**src/itoa_pkg.sv**
```systemverilog
// Types, constants and control program of the integer to ASCII formatter.
`default_nettype none
package itoa_pkg;

  localparam logic [1:0] CMD_UDEC = 2'd0;
  localparam logic [1:0] CMD_SDEC = 2'd1;
  localparam logic [1:0] CMD_HEX  = 2'd2;

  localparam logic [7:0] CHAR_ZERO     = 8'h30;
  localparam logic [7:0] CHAR_HEX_BASE = 8'h57;
  localparam logic [7:0] CHAR_MINUS    = 8'h2D;
  localparam logic [7:0] CHAR_SPACE    = 8'h20;

  localparam logic [31:0] RECIP_10    = 32'hCCCC_CCCD;
  localparam int          RECIP_SHIFT = 35;
  localparam int          DIG_MAX     = 10;
  localparam int          ND_W        = 4;

  typedef struct packed {
    logic [1:0]  cmd;
    logic [31:0] value;
    logic [5:0]  width;
    logic        zero_fill;
  } req_t;

  typedef struct packed {
    logic [7:0] out_char;
    logic       last;
  } res_t;

  typedef enum logic [2:0] {
    OP_WAIT,
    OP_MUL,
    OP_DIG,
    OP_PADC,
    OP_PAD,
    OP_SIGN,
    OP_OUT
  } op_e;

  typedef enum logic [2:0] {
    COND_NEVER,
    COND_IDLE,
    COND_DIG_MORE,
    COND_PAD_MORE,
    COND_OUT_MORE
  } cond_e;

  localparam int STEP_W   = 3;
  localparam int PROG_LEN = 7;

  localparam logic [STEP_W-1:0] STEP_IDLE = 3'd0;
  localparam logic [STEP_W-1:0] STEP_MUL  = 3'd1;
  localparam logic [STEP_W-1:0] STEP_PAD  = 3'd4;
  localparam logic [STEP_W-1:0] STEP_OUT  = 3'd6;
  localparam logic [STEP_W-1:0] STEP_LAST = 3'd6;

  typedef struct packed {
    op_e               op;
    cond_e             cond;
    logic [STEP_W-1:0] target;
  } ucode_t;

  localparam ucode_t UCODE [PROG_LEN] = '{
    '{op: OP_WAIT, cond: COND_IDLE,     target: STEP_IDLE},
    '{op: OP_MUL,  cond: COND_NEVER,    target: STEP_IDLE},
    '{op: OP_DIG,  cond: COND_DIG_MORE, target: STEP_MUL},
    '{op: OP_PADC, cond: COND_NEVER,    target: STEP_IDLE},
    '{op: OP_PAD,  cond: COND_PAD_MORE, target: STEP_PAD},
    '{op: OP_SIGN, cond: COND_NEVER,    target: STEP_IDLE},
    '{op: OP_OUT,  cond: COND_OUT_MORE, target: STEP_OUT}
  };

  typedef struct packed {
    logic start;
    logic dig_more;
    logic pad_more;
    logic out_more;
  } stat_t;

  typedef struct packed {
    op_e  op;
    logic busy;
  } ctl_t;

endpackage
`default_nettype wire

```
**src/itoa_seq.sv**
```systemverilog
// Step counter and control program sequencer of the formatter.
`default_nettype none
module itoa_seq (
  input  wire logic                  clk_i,
  input  wire logic                  rst_ni,
  input  wire itoa_pkg::stat_t       stat_i,
  output itoa_pkg::ctl_t             ctl_o
);

  logic [itoa_pkg::STEP_W-1:0] step_q, step_d;
  itoa_pkg::ucode_t            uc;
  logic                        jump;

  always_comb begin
    uc = itoa_pkg::UCODE[step_q];
    unique case (uc.cond)
      itoa_pkg::COND_NEVER:    jump = 1'b0;
      itoa_pkg::COND_IDLE:     jump = !stat_i.start;
      itoa_pkg::COND_DIG_MORE: jump = stat_i.dig_more;
      itoa_pkg::COND_PAD_MORE: jump = stat_i.pad_more;
      itoa_pkg::COND_OUT_MORE: jump = stat_i.out_more;
      default:                 jump = 1'b0;
    endcase
    if (jump) begin
      step_d = uc.target;
    end else if (step_q == itoa_pkg::STEP_LAST) begin
      step_d = itoa_pkg::STEP_IDLE;
    end else begin
      step_d = step_q + 1'b1;
    end
    ctl_o.op   = uc.op;
    ctl_o.busy = (step_q != itoa_pkg::STEP_IDLE);
  end

  always_ff @(posedge clk_i or negedge rst_ni) begin
    if (!rst_ni) begin
      step_q <= itoa_pkg::STEP_IDLE;
    end else begin
      step_q <= step_d;
    end
  end

endmodule
`default_nettype wire

```
**src/integer_to_ascii_formatter.sv**
```systemverilog
// Top level: printf-style integer field formatter, one character per word.
//
//   port group          dir  handshake          payload
//   start/busy, req_i   in   start & !busy      itoa_pkg::req_t
//   res_valid_o, res_o  out  res_valid_o        itoa_pkg::res_t
//
// An accepted value runs a seven-step control program: per digit a reciprocal
// multiply, then a digit split; a step to size the fill; a pad step for each
// fill character, run at least once; a sign step; an output step per digit.
// Reset is asynchronous and clears the step counter only.
// Each result word is shown for one cycle; the receiver cannot stall.
`default_nettype none
module integer_to_ascii_formatter #(
  parameter int MAX_WIDTH = 32
) (
  input  wire logic           clk_i,
  input  wire logic           rst_ni,
  input  wire logic           start,
  output logic                busy,
  input  wire itoa_pkg::req_t req_i,
  output logic                res_valid_o,
  output itoa_pkg::res_t      res_o
);

  localparam int WW = $clog2(MAX_WIDTH + 1);
  localparam int ND = itoa_pkg::ND_W;

  itoa_pkg::ctl_t  ctl;
  itoa_pkg::stat_t stat;

  logic                 neg_q, hex_q;
  logic [7:0]           fill_q;
  logic [WW-1:0]        wid_q, pad_q;
  logic [31:0]          mag_q, quot, rem_full;
  logic [63:0]          prod_q;
  logic [3:0]           dig_q [itoa_pkg::DIG_MAX];
  logic [ND-1:0]        nd_q, nd_prev, len;
  logic [3:0]           rem, cur_dig;
  logic                 accept;

  itoa_seq u_seq (
    .clk_i  (clk_i),
    .rst_ni (rst_ni),
    .stat_i (stat),
    .ctl_o  (ctl)
  );

  assign busy   = ctl.busy;
  assign accept = start && !ctl.busy;

  always_comb begin
    if (hex_q) begin
      quot = {4'b0, mag_q[31:4]};
      rem  = mag_q[3:0];
    end else begin
      quot = 32'(prod_q[63:itoa_pkg::RECIP_SHIFT]);
      rem  = 4'(mag_q - (quot << 3) - (quot << 1));
    end
    rem_full = 32'(rem);
    nd_prev  = nd_q - 1'b1;
    len      = nd_q + ND'(neg_q);
    cur_dig  = dig_q[nd_prev];
  end

  assign stat.start    = start;
  assign stat.dig_more = (quot != 32'd0);
  assign stat.pad_more = (pad_q > WW'(1));
  assign stat.out_more = (nd_q > ND'(1));

  always_ff @(posedge clk_i) begin
    if (accept) begin
      hex_q  <= (req_i.cmd != itoa_pkg::CMD_UDEC) && (req_i.cmd != itoa_pkg::CMD_SDEC);
      neg_q  <= (req_i.cmd == itoa_pkg::CMD_SDEC) && req_i.value[31];
      mag_q  <= ((req_i.cmd == itoa_pkg::CMD_SDEC) && req_i.value[31])
                ? (32'd0 - req_i.value) : req_i.value;
      fill_q <= req_i.zero_fill ? itoa_pkg::CHAR_ZERO : itoa_pkg::CHAR_SPACE;
      wid_q  <= (32'(req_i.width) > 32'(MAX_WIDTH)) ? WW'(MAX_WIDTH) : WW'(req_i.width);
      nd_q   <= '0;
    end else begin
      unique case (ctl.op)
        itoa_pkg::OP_MUL: begin
          prod_q <= 64'(mag_q) * 64'(itoa_pkg::RECIP_10);
        end
        itoa_pkg::OP_DIG: begin
          dig_q[nd_q] <= rem_full[3:0];
          nd_q        <= nd_q + 1'b1;
          mag_q       <= quot;
        end
        itoa_pkg::OP_PADC: begin
          pad_q <= (wid_q > WW'(len)) ? (wid_q - WW'(len)) : '0;
        end
        itoa_pkg::OP_PAD: begin
          if (pad_q != '0) begin
            pad_q <= pad_q - 1'b1;
          end
        end
        itoa_pkg::OP_OUT: begin
          nd_q <= nd_prev;
        end
        default: begin
        end
      endcase
    end
  end

  always_comb begin
    res_valid_o    = 1'b0;
    res_o.out_char = fill_q;
    res_o.last     = 1'b0;
    unique case (ctl.op)
      itoa_pkg::OP_PAD: begin
        res_valid_o = (pad_q != '0);
      end
      itoa_pkg::OP_SIGN: begin
        res_valid_o    = neg_q;
        res_o.out_char = itoa_pkg::CHAR_MINUS;
      end
      itoa_pkg::OP_OUT: begin
        res_valid_o    = 1'b1;
        res_o.out_char = (cur_dig < 4'd10) ? (itoa_pkg::CHAR_ZERO + 8'(cur_dig))
                                           : (itoa_pkg::CHAR_HEX_BASE + 8'(cur_dig));
        res_o.last     = (nd_q == ND'(1));
      end
      default: begin
      end
    endcase
  end

endmodule
`default_nettype wire

```
**config.mk**
```make
export PLATFORM = sky130hd
export DESIGN_NAME = integer_to_ascii_formatter
export DESIGN_NICKNAME = d
export VERILOG_FILES = /design/src/itoa_pkg.sv /design/src/itoa_seq.sv /design/src/integer_to_ascii_formatter.sv
export SDC_FILE = /design/constraint.sdc
export NUM_CORES = 1
export LEC_CHECK = 0
export BUFFER_PORTS_ARGS = -buffer_cell sky130_fd_sc_hd__buf_2
export CORE_MARGIN = 2
export CORE_UTILIZATION = 45
export CTS_BUF_LIST = sky130_fd_sc_hd__clkbuf_2 sky130_fd_sc_hd__clkbuf_4 sky130_fd_sc_hd__clkbuf_8
export DETAILED_ROUTE_END_ITERATION = 8
export SLEW_MARGIN = 20
export SYNTH_ARGS = -nofsm -noshare
export SYNTH_HDL_FRONTEND = slang
export SYNTH_SLANG_ARGS = --single-unit
```
**constraint.sdc**
```tcl
create_clock -name clk_i -period 8.55 [get_ports clk_i]
set_clock_uncertainty 0.2 [all_clocks]
set_input_delay 1.2825 -clock clk_i [delete_from_list [all_inputs] [get_ports clk_i]]
set_output_delay 1.2825 -clock clk_i [all_outputs]
set_load 0.05 [all_outputs]
```
==> results.env <==
R2R_SLACK_NS=0.20
FINALMAXSLEWVIOLATIONS=0
CP-END-KIND='flop'
MULTI_INPUT_AREA_MM2=0.01710
VIAS_IN_THE_FIRST_GLOBAL_ROUTE=16960
CLOCK.FMAX_MHz=119.7
POST-CTS-SETUP-BUFFERS=0
NUM_ANTENNA_CELLS=0
REPORT.FINAL.HOLD_VIOL_COUNT=0
CTSHOLDBUFFERS=0
POST_SYNTH_INSTANCE_AREA_MM2=0.02295
NUMBER_OF_CTS_INSERTED_BUFFERS=17
TIMING.MAX_CAP.VIOLATIONS=0
CLK_TRANSITION_REPORTED_PATHS_NS=0.08
SEQCELLAREA_MM2=0.003638
WORSTPATHMAXFANOUT=9
PATH_CELLS='ha_1 -> xnor2_2 -> o21ai_0 -> fa_1 -> inv_1 -> fa_1 -> fa_1 -> inv_1 -> fa_1 -> fa_1 -> fa_1 -> ha_1 -> nand2_1 -> nor3_2 -> nand2_1 -> a21oi_2 -> a31oi_1 -> a2111o_1 -> and2_1 -> o311ai_0 -> xor2_1'
STARTING_DENSITY_PCT=45.65
HEIGHT_OF_THE_DIE_UM=229.8
ROWS=82
GRT.TOTAL_USAGE_PCT=25.87
DETAIL-ROUTE-ANTENNA-NETS=0
R2R-START='mag_q[9]'
SYNTH_FF_TYPE='edfxtp_1'
INITIALDRTVIOLATIONCOUNT=1073
ARRIVAL_NS=8.34
DIEAREA_MM2=0.05282
AVGSYNTHCELLAREA_UM2=10.45
FIN_CRIT_SH_PCT=97.71
SYNTHESIS_WARNING_TOTAL=0
FILLERINSTANCES=4701
CRITPATHREQUIREDTIME_NS=8.53
NETLIST_INSTANCES=2197
STATUS='completed'
POST_DRT_VIA_CELL_RATIO=5.407
GRT_FIRST_PASS_WIRELENGTH_UM=101300
POST_ROUTE_CELLS_DRIVE_ABOVE_1_SHARE_PCT=6.405
VIA_COUNT=15880
HOLDCRITPATHCLASS='input port to async pin'
TIMING.MAX_SLEW.REL_SLACK_PCT=26.79
DIE_WIDTH_UM=229.8
UTILIZATION_PCT=48.78
AREA_GROWTH_PCT=6.848
YS_SEQ_ELEMENTS=123
CRITPATHKIND='flop to flop'
CTS_NUM_SINKS=123
CLOCK_PATH_BUFFERS=2
ROOT_BUFFER='clkbuf_8'
RSZ0062_AT_GRT='no'
CRIT_TOP_CELL='fa_1'
DESIGN.PORTCOUNT=55
CTS-HTREE-LEVELS=4
GLOBAL_ROUTE.OVERFLOW_TOTAL=0
TIMING.REG2REG.WORST_PATH_DEPTH=21
POST-ROUTE-MIN-PERIOD_NS=8.354
CORE_REGION_AREA_MM2=0.05027
SYN_NETS=2994
DRCVIOLATIONCOUNT=0
WORST_PATH_LARGEST_CELL_DELAY_NS=0.64
SYNTH_EDF_COUNT=116
SYNTH_SEQUENTIAL_AREA_RATIO_PCT=15.85
SETUP_VIOL=0
DRT-TOTAL-WL_UM=66340
WORSTSETUPSTARTPOINTTYPE='flop'
POST_DRT_WL_PER_CELL_UM=22.60
SHARE_OF_FLIP_FLOPS_WITH_AN_ASYNCHRONOUS_SET_OR_RESET_AFTER_SYNTHESIS_PCT=2.439
NUMBER_OF_ANTENNA_VIOLATIONS_AT_THE_FIRST_CHECK_IN_GLOBAL_ROUTING=0
CTS-RESIZED-GATES=2
PLACE.DETAILED.HPWL_UM=58760
PLACEMENT.IO_BUFFERS=52
DRT_FIRST_PASS_ITERS=5
WORST_SLEW_PIN_TRAN_NS=1.087
CTS_TREE='done'
NETLIST-CELL-TYPE-COUNT=65
WORSTSKEWPAIRLATENCY_NS=0.46
WORST_PATH_MAX_DELAY_CELL='ha_1'
TIMING.RR.END='prod_q[62]'
ROUTABILITYCONGESTION=0.9438
GRT_MAX_DEGREE=42
DESIGN.FINAL.NETS=3048
## worst max-delay path: cells and delay by family, from the launching register on
family | cells | cell delay, ns
buffers and inverters | 2 | 0.11
AND/OR/NAND/NOR | 4 | 0.82
AO/OA/AOI/OAI | 5 | 1.71
flip-flops | 1 | 0.63
adder cells (fa/ha/maj) | 8 | 4.05
XOR/XNOR | 2 | 0.54
## cell families after synthesis
| group | count (synthesis) | share of synthesized area (%) |
|---|---|---|
| mux | 47 | 2.508 |
| simple gates | 296 | 6.428 |
| buf+inv | 592 | 9.715 |
| xor+xnor | 118 | 4.503 |
| flops | 123 | 15.85 |
| fa+ha+maj | 753 | 53.71 |
| other cells | 2 | 0.03272 |
| compound gates | 266 | 7.246 |
## synthesized netlist by cell type, types with 6 or more instances
| library cell | instances | area, µm² |
|---|---|---|
| a211oi_1 | 9 | 67.56 |
| a21o_1 | 42 | 315.3 |
| a21oi_1 | 87 | 435.4 |
| a31oi_1 | 14 | 87.58 |
| and2_1 | 16 | 100.1 |
| and3_1 | 10 | 62.56 |
| clkbuf_1 | 43 | 161.4 |
| edfxtp_1 | 116 | 3483 |
| fa_1 | 387 | 7747 |
| ha_1 | 366 | 4579 |
| inv_1 | 542 | 2034 |
| mux2i_1 | 35 | 350.3 |
| mux4_2 | 8 | 180.2 |
| nand2_1 | 88 | 330.3 |
| nand2b_1 | 8 | 50.05 |
| nand3_1 | 18 | 90.09 |
| nand4_1 | 20 | 125.1 |
| nor2_1 | 67 | 251.5 |
| nor2b_1 | 14 | 87.58 |
| nor3_1 | 20 | 100.1 |
| nor4_1 | 9 | 56.30 |
| o21ai_0 | 59 | 295.3 |
| o22ai_1 | 6 | 37.54 |
| o31ai_1 | 10 | 75.07 |
| xnor2_1 | 54 | 473.0 |
| xor2_1 | 64 | 560.5 |
## cell type report
cell class	count	area share (%)
sequential	123	14.84
tap	672	3.429
inverter	542	8.297
clock buffer	17	0.9542
timing repair buffer	85	2.072
multi-input combinational	1482	69.74
clock inverter	15	0.6735
## cells in the final DEF (no fill, tap or decap), types with 8 or more instances in the layout
| master | instances |
|---|---|
| and2_1 | 16 |
| buf_2 | 52 |
| inv_1 | 542 |
| a21oi_1 | 86 |
| o21ai_0 | 58 |
| nor3_1 | 19 |
| a211oi_1 | 9 |
| xor2_1 | 64 |
| nor4_1 | 9 |
| nor2_1 | 66 |
| nand3_1 | 18 |
| a21o_1 | 42 |
| xnor2_1 | 53 |
| fa_1 | 387 |
| edfxtp_1 | 116 |
| mux4_2 | 8 |
| ha_1 | 366 |
| nand2b_1 | 8 |
| nand4_1 | 20 |
| mux2i_1 | 35 |
| nand2_1 | 88 |
| nor2b_1 | 14 |
| a31oi_1 | 14 |
| clkbuf_8 | 17 |
| o31ai_1 | 10 |
| buf_4 | 33 |
| and3_1 | 10 |
## stage by stage
stage               cells  hold WS (ns)  setup WS [ns]  TNS [ns]  instance area (µm²)
floorplan            2197        0.3643          1.323         0                22950
global placement     2904        0.4374        -0.2226   -0.5068                24110
detailed placement   2904        0.4552        -0.2689   -0.5336                24110
CTS                  2936        0.3760        0.08364         0                24520
global route         2936        0.3684        0.02934         0                24520
finish               2936        0.4067         0.1960         0                24520
## sequential cells by signal, indices dropped and copies added, names as in the netlist
signal        flops
mag_q            32
fill_q            1
hex_q             1
u_seq.step_q      3
wid_q             6
pad_q             6
neg_q             1
dig_q            40
prod_q           29
nd_q              4
## layer usage
| layer | wire (µm) | part of all wire (%) | track usage (%) | vias up |
|---|---|---|---|---|
| li1 | - | - | - | 7194 |
| met1 | 28760 | 43 | 34.94 | 8125 |
| met2 | 32000 | 48 | 43.43 | 461 |
| met3 | 3387 | 5.1 | 3.609 | 95 |
| met4 | 2196 | 3.3 | 7.581 | 0 |
| met5 | 0 | 0 | 0 | - |
## worst max-delay path by stage
stage / end / slack [ns] / startpoint
CTS: prod_q[62] / 0.08 / mag_q[9]
detailed placement: prod_q[62] / -0.27 / mag_q[9]
global placement: prod_q[62] / -0.22 / mag_q[9]
floorplan: prod_q[62] / 1.32 / mag_q[18]
global route: prod_q[62] / 0.03 / mag_q[9]
finish: prod_q[62] / 0.20 / mag_q[9]
Power is left out: the tool's default activity adds up to more than one toggle a clock period on the data nets, which glitch-free logic cannot reach.
